==> config.mk <==
export PLATFORM = sky130hd
export DESIGN_NAME = teta_div
export DESIGN_NICKNAME = d
export VERILOG_FILES = /design/src/teta_div.sv
export SDC_FILE = /design/constraint.sdc
export NUM_CORES = 1
export LEC_CHECK = 0
export ABC_AREA = 1
export BUFFER_PORTS_ARGS = -buffer_cell sky130_fd_sc_hd__buf_2
export CAP_MARGIN = 15
export CORE_MARGIN = 2
export CORE_UTILIZATION = 59
export DETAILED_ROUTE_END_ITERATION = 10
export PLACE_DENSITY = 0.81
export SYNTH_ARGS = -nofsm -noshare
export SYNTH_HDL_FRONTEND = slang
export SYNTH_SLANG_ARGS = --single-unit
==> constraint.sdc <==
create_clock -name clk_i -period 3.1 [get_ports clk_i]
set_clock_uncertainty 0.05 [all_clocks]
set_input_delay 0.155 -clock clk_i [delete_from_list [all_inputs] [get_ports clk_i]]
set_output_delay 0.155 -clock clk_i [all_outputs]
set_load 0.005 [all_outputs]
==> src/teta_div.sv <==
// iterative unsigned restoring divider, one quotient bit per cycle
module teta_div #(
  parameter int unsigned NumW = 64,
  parameter int unsigned DenW = 64
) (
  input  logic            clk_i,
  input  logic            rst_ni,
  input  logic            start_i,
  input  logic [NumW-1:0] num_i,
  input  logic [DenW-1:0] den_i,
  output logic            done_o,
  output logic [NumW-1:0] quo_o
);

  localparam int unsigned CntW = $clog2(NumW + 1);

  logic [NumW-1:0] quo_q, quo_d;
  logic [DenW:0]   rem_q, rem_d;
  logic [DenW-1:0] den_q;
  logic [CntW-1:0] cnt_q, cnt_d;
  logic            run_q, run_d;
  logic            done_q, done_d;
  logic [DenW:0]   trial;

  // shift-subtract step
  always_comb begin
    trial  = {rem_q[DenW-1:0], quo_q[NumW-1]};
    quo_d  = quo_q;
    rem_d  = rem_q;
    cnt_d  = cnt_q;
    run_d  = run_q;
    done_d = 1'b0;
    if (start_i) begin
      quo_d = num_i;
      rem_d = '0;
      cnt_d = CntW'(NumW);
      run_d = 1'b1;
    end else if (run_q) begin
      if (trial >= {1'b0, den_q}) begin
        rem_d = trial - {1'b0, den_q};
        quo_d = {quo_q[NumW-2:0], 1'b1};
      end else begin
        rem_d = trial;
        quo_d = {quo_q[NumW-2:0], 1'b0};
      end
      cnt_d = cnt_q - 1'b1;
      if (cnt_q == CntW'(1)) begin
        run_d  = 1'b0;
        done_d = 1'b1;
      end
    end
  end

  always_ff @(posedge clk_i or negedge rst_ni) begin
    if (!rst_ni) begin
      run_q  <= 1'b0;
      done_q <= 1'b0;
      cnt_q  <= '0;
    end else begin
      run_q  <= run_d;
      done_q <= done_d;
      cnt_q  <= cnt_d;
    end
  end

  always_ff @(posedge clk_i) begin
    quo_q <= quo_d;
    rem_q <= rem_d;
    if (start_i) begin
      den_q <= den_i;
    end
  end

  assign done_o = done_q;
  assign quo_o  = quo_q;

endmodule

==> metrics.yaml <==
yosys:
  synth_top_family_by_area: "simple AND/OR/NAND/NOR gates"
  synth_area_per_cell_um2: 6.57
  yosys.area_share.xor_xnor: 0.0188
  syn-num-nets: 2399
  yosys.area_share.simple: 0.402
  synth_edf_count: 128
  seq_area_frac_synth: 0.370
  synth_compound_area_frac: 0.0229
  ys_types: 38
  syn-instance-count: 2201
  synth-main-ff-cell: "edfxtp_1"
  yosys_register_bits: 201
  synthAdderAreaFrac: 0.0585
  syn_area_mm2: 0.0145
  synth.area.mux_share: 0
  async_flop_share: 0.0448
  synth_warnings: 0
place:
  dp.cells: 2693
  gp_congestion: 0.978
  dpl.hpwl_um: 34500
  place_area_mm2: 0.0158
  port-buffer-count: 195
sta:
  finalHoldViolations: 0
  fmax_mhz: 333
  period_needed_ns: 3.01
  tightest_slew_ns: 0.975
  drv_slew: 0
  fin_hold_ws_ns: 0.257
  finalCritPeriodShare: 0.970
  rsz0062_at_grt: "false"
  final-setup-viol-count: 0
  slew_headroom: 0.350
global_route:
  grt_pass1_vias: 15300
  grt_max_degree: 87
  grt_overflow: 0
  grt_first_pass_wirelength_um: 81400
  track_usage: 0.401
  antenna_found_initial: 0
setup_path:
  worst-path-stages: 11
  reg2reg_to: "rem_q[54]"
  path_max_fanout: 54
  cp_top_family: "simple AND/OR/NAND/NOR gates"
  critical_path_class: "reg2reg"
  crit_buf_inv: 2
  timing.rr.start: "den_q[60]"
  start_kind: "flop"
  r2r_cells: 11
  cp-startpoint: "den_q[60]"
  endpoint_kind: "flop"
  worstPathRequired_ns: 3.46
  cp_data_arrival_time_ns: 3.37
  rrSetupSlack_ns: 0.09
  worstPathCellList: "inv_1 -> ha_1 -> a21o_1 -> o21bai_1 -> a21oi_1 -> nand3_2 -> nor2_4 -> buf_8 -> nand3b_1 -> nand3_1 -> nand2_1"
  crit_path_top_delay_cell: "edfxtp_1"
  endpoint: "rem_q[54]"
  critPathMaxStageDelay_ns: 0.43
power_and_ir_drop:
  max-vdd-ir-drop_uv: 462
  p_leak_nw: 9.97
  total_power_mw: 7.02
  p_per_area_mw_per_mm2: 394
floorplanning:
  io_pins: 196
  design.core.area_mm2: 0.0242
  die-area_mm2: 0.0258
  fp-row-count: 57
  die_y_um: 161
  start_util: 0.598
  die_x_um: 161
detailed_routing:
  routed.top_layer: "met4"
  wl_um: 52800
  wl_met3_um: 4850
  wl_met2_um: 24700
  drtAntennaViolNets: 0
  wl_met1_um: 20700
  first_iter_violations: 1938
  viasPerCell: 5.46
  drc: 0
  first_pass_iters: 6
  wire_per_inst_um: 18.4
  vias: 15600
final_layout:
  multi_input_area_mm2: 0.00728
  final_core_util: 0.737
  final_cells: 2865
  drive_above_1_share: 0.118
  seqCellArea_mm2: 0.00535
  area_delta_synth_final_pct: 23.2
  design_area_mm2: 0.0178
  n_antenna_cell: 0
  nNetsFinal: 2723
  n_fill_cell: 1761
clock_tree:
  cts.clk_slew.worst_paths_ns: 0.08
  cts_num_sinks: 201
  cts_tree: "done"
  htreeDepth: 1
  root_buffer: "clkbuf_16"
  cts_made_buffers: 22
  clock_latency_ns: 0.54
  clock_path_buffers: 3
hold_path:
  hold_class: "in2reg"
job:
  cap_violations: 0
outcome:
  outcome: "finished, final reports clean"
[how the worst min path moves through the flow]
stage                       start         to  slack (ns)  cells past startpoint
after floorplan            rst_ni   cnt_q[0]       -0.19                      0
after global placement     rst_ni     done_o       -0.03                      1
after detailed placement   rst_ni     done_o       -0.02                      1
after CTS                 start_i  den_q[52]        0.26                      2
after global routing      start_i   den_q[1]        0.28                      2
final                     start_i   den_q[1]        0.26                      2
[kinds of logic (layout without fill, tap and decap cells)]
| family | Yosys count | count (layout) |
|---|---|---|
| and+or+nand+nor | 1378 | 1378 |
| buffers and inverters | 460 | 800 |
| AOI/OAI and AO/OA | 64 | 64 |
| adders and majority gates | 67 | 67 |
| DFF | 201 | 201 |
| xor gates and xnor gates | 31 | 31 |
[area by class of cell]
class / count / share of cell area
clock buffer: 34 / 0.0380
multi-input combinational: 1540 / 0.409
timing repair buffer: 348 / 0.140
clock inverter: 6 / 0.00323
tap: 324 / 0.0228
inverter: 412 / 0.0868
sequential: 201 / 0.300
[Yosys cell counts, types with 12 or more instances]
cell         n  area [um2]
a21oi_1     49         245
buf_6       12         135
clkbuf_1    23        86.3
dfxtp_1     64        1280
edfxtp_1   128        3840
ha_1        66         826
inv_1      398        1490
inv_2       12        45.0
nand2_1   1021        3830
nand3_1    111         556
nand3b_1    74         556
nand4_1     12        75.1
nor2_1     106         398
xnor2_1     31         272
[cell usage in the layout, fill, tap and decap left out, types with 2 or more instances in the layout]
master / Yosys / routed
edfxtp_1: 128 / 128
a21oi_1: 49 / 49
nand2_1: 1021 / 1021
inv_1: 398 / 397
clkbuf_1: 23 / 5
nand3_2: 11 / 11
clkinv_2: 0 / 4
nand3b_1: 74 / 74
buf_12: 0 / 3
dfrtp_1: 9 / 9
ha_1: 66 / 66
nor2_2: 11 / 11
nor4_1: 7 / 7
nand3_1: 111 / 111
dfxtp_1: 64 / 64
xnor2_1: 31 / 31
nand4_1: 12 / 12
inv_2: 12 / 13
nor2_1: 106 / 104
and2_1: 6 / 6
dlygate4sd3_1: 0 / 130
clkbuf_16: 0 / 23
nor3_1: 8 / 8
nand2_2: 5 / 5
clkbuf_8: 0 / 6
clkinv_1: 2 / 2
nor2_4: 2 / 4
buf_2: 6 / 194
buf_4: 6 / 20
o21ai_0: 9 / 9
[state kept, by name, summed over array words and instances (netlist names)]
register / count
run_q: 1
done_o: 1
quo_o: 64
rem_q: 64
cnt_q: 7
den_q: 64
[per-layer routing]
layer / track usage / vias up
met3: 0.0620 / 209
met5: 0 / -
met1: 0.507 / 7051
met2: 0.691 / 1036
li1: - / 7353
met4: 0.161 / 0
[report_power, final]
group / switching, mW / internal [mW] / leakage [nW] / total, mW
combinational: 0.641 / 0.437 / 7.65 / 1.08
sequential: 0.122 / 3.05 / 1.95 / 3.18
clock: 1.18 / 1.58 / 0.362 / 2.76
total: 1.94 / 5.07 / 9.97 / 7.02
[stage by stage]
stage / setup WS (ns) / TNS [ns]
after floorplan: 0.726 / 0
after global placement: 0.0798 / 0
after detailed placement: -0.0317 / -0.151
after CTS: 0.0819 / 0
after global routing: 0.00983 / 0
final: 0.0926 / 0
[repair_timing]
action / in CTS / in global routing
setup endpoints to repair: 42 / 54
pin swaps: 0 / 1
gates resized for setup: 1 / 2
hold buffers: 130 / 0
setup buffers: 0 / 2
endpoints found under the hold margin: 137 / 0
Power figures use the tool's default switching activity.
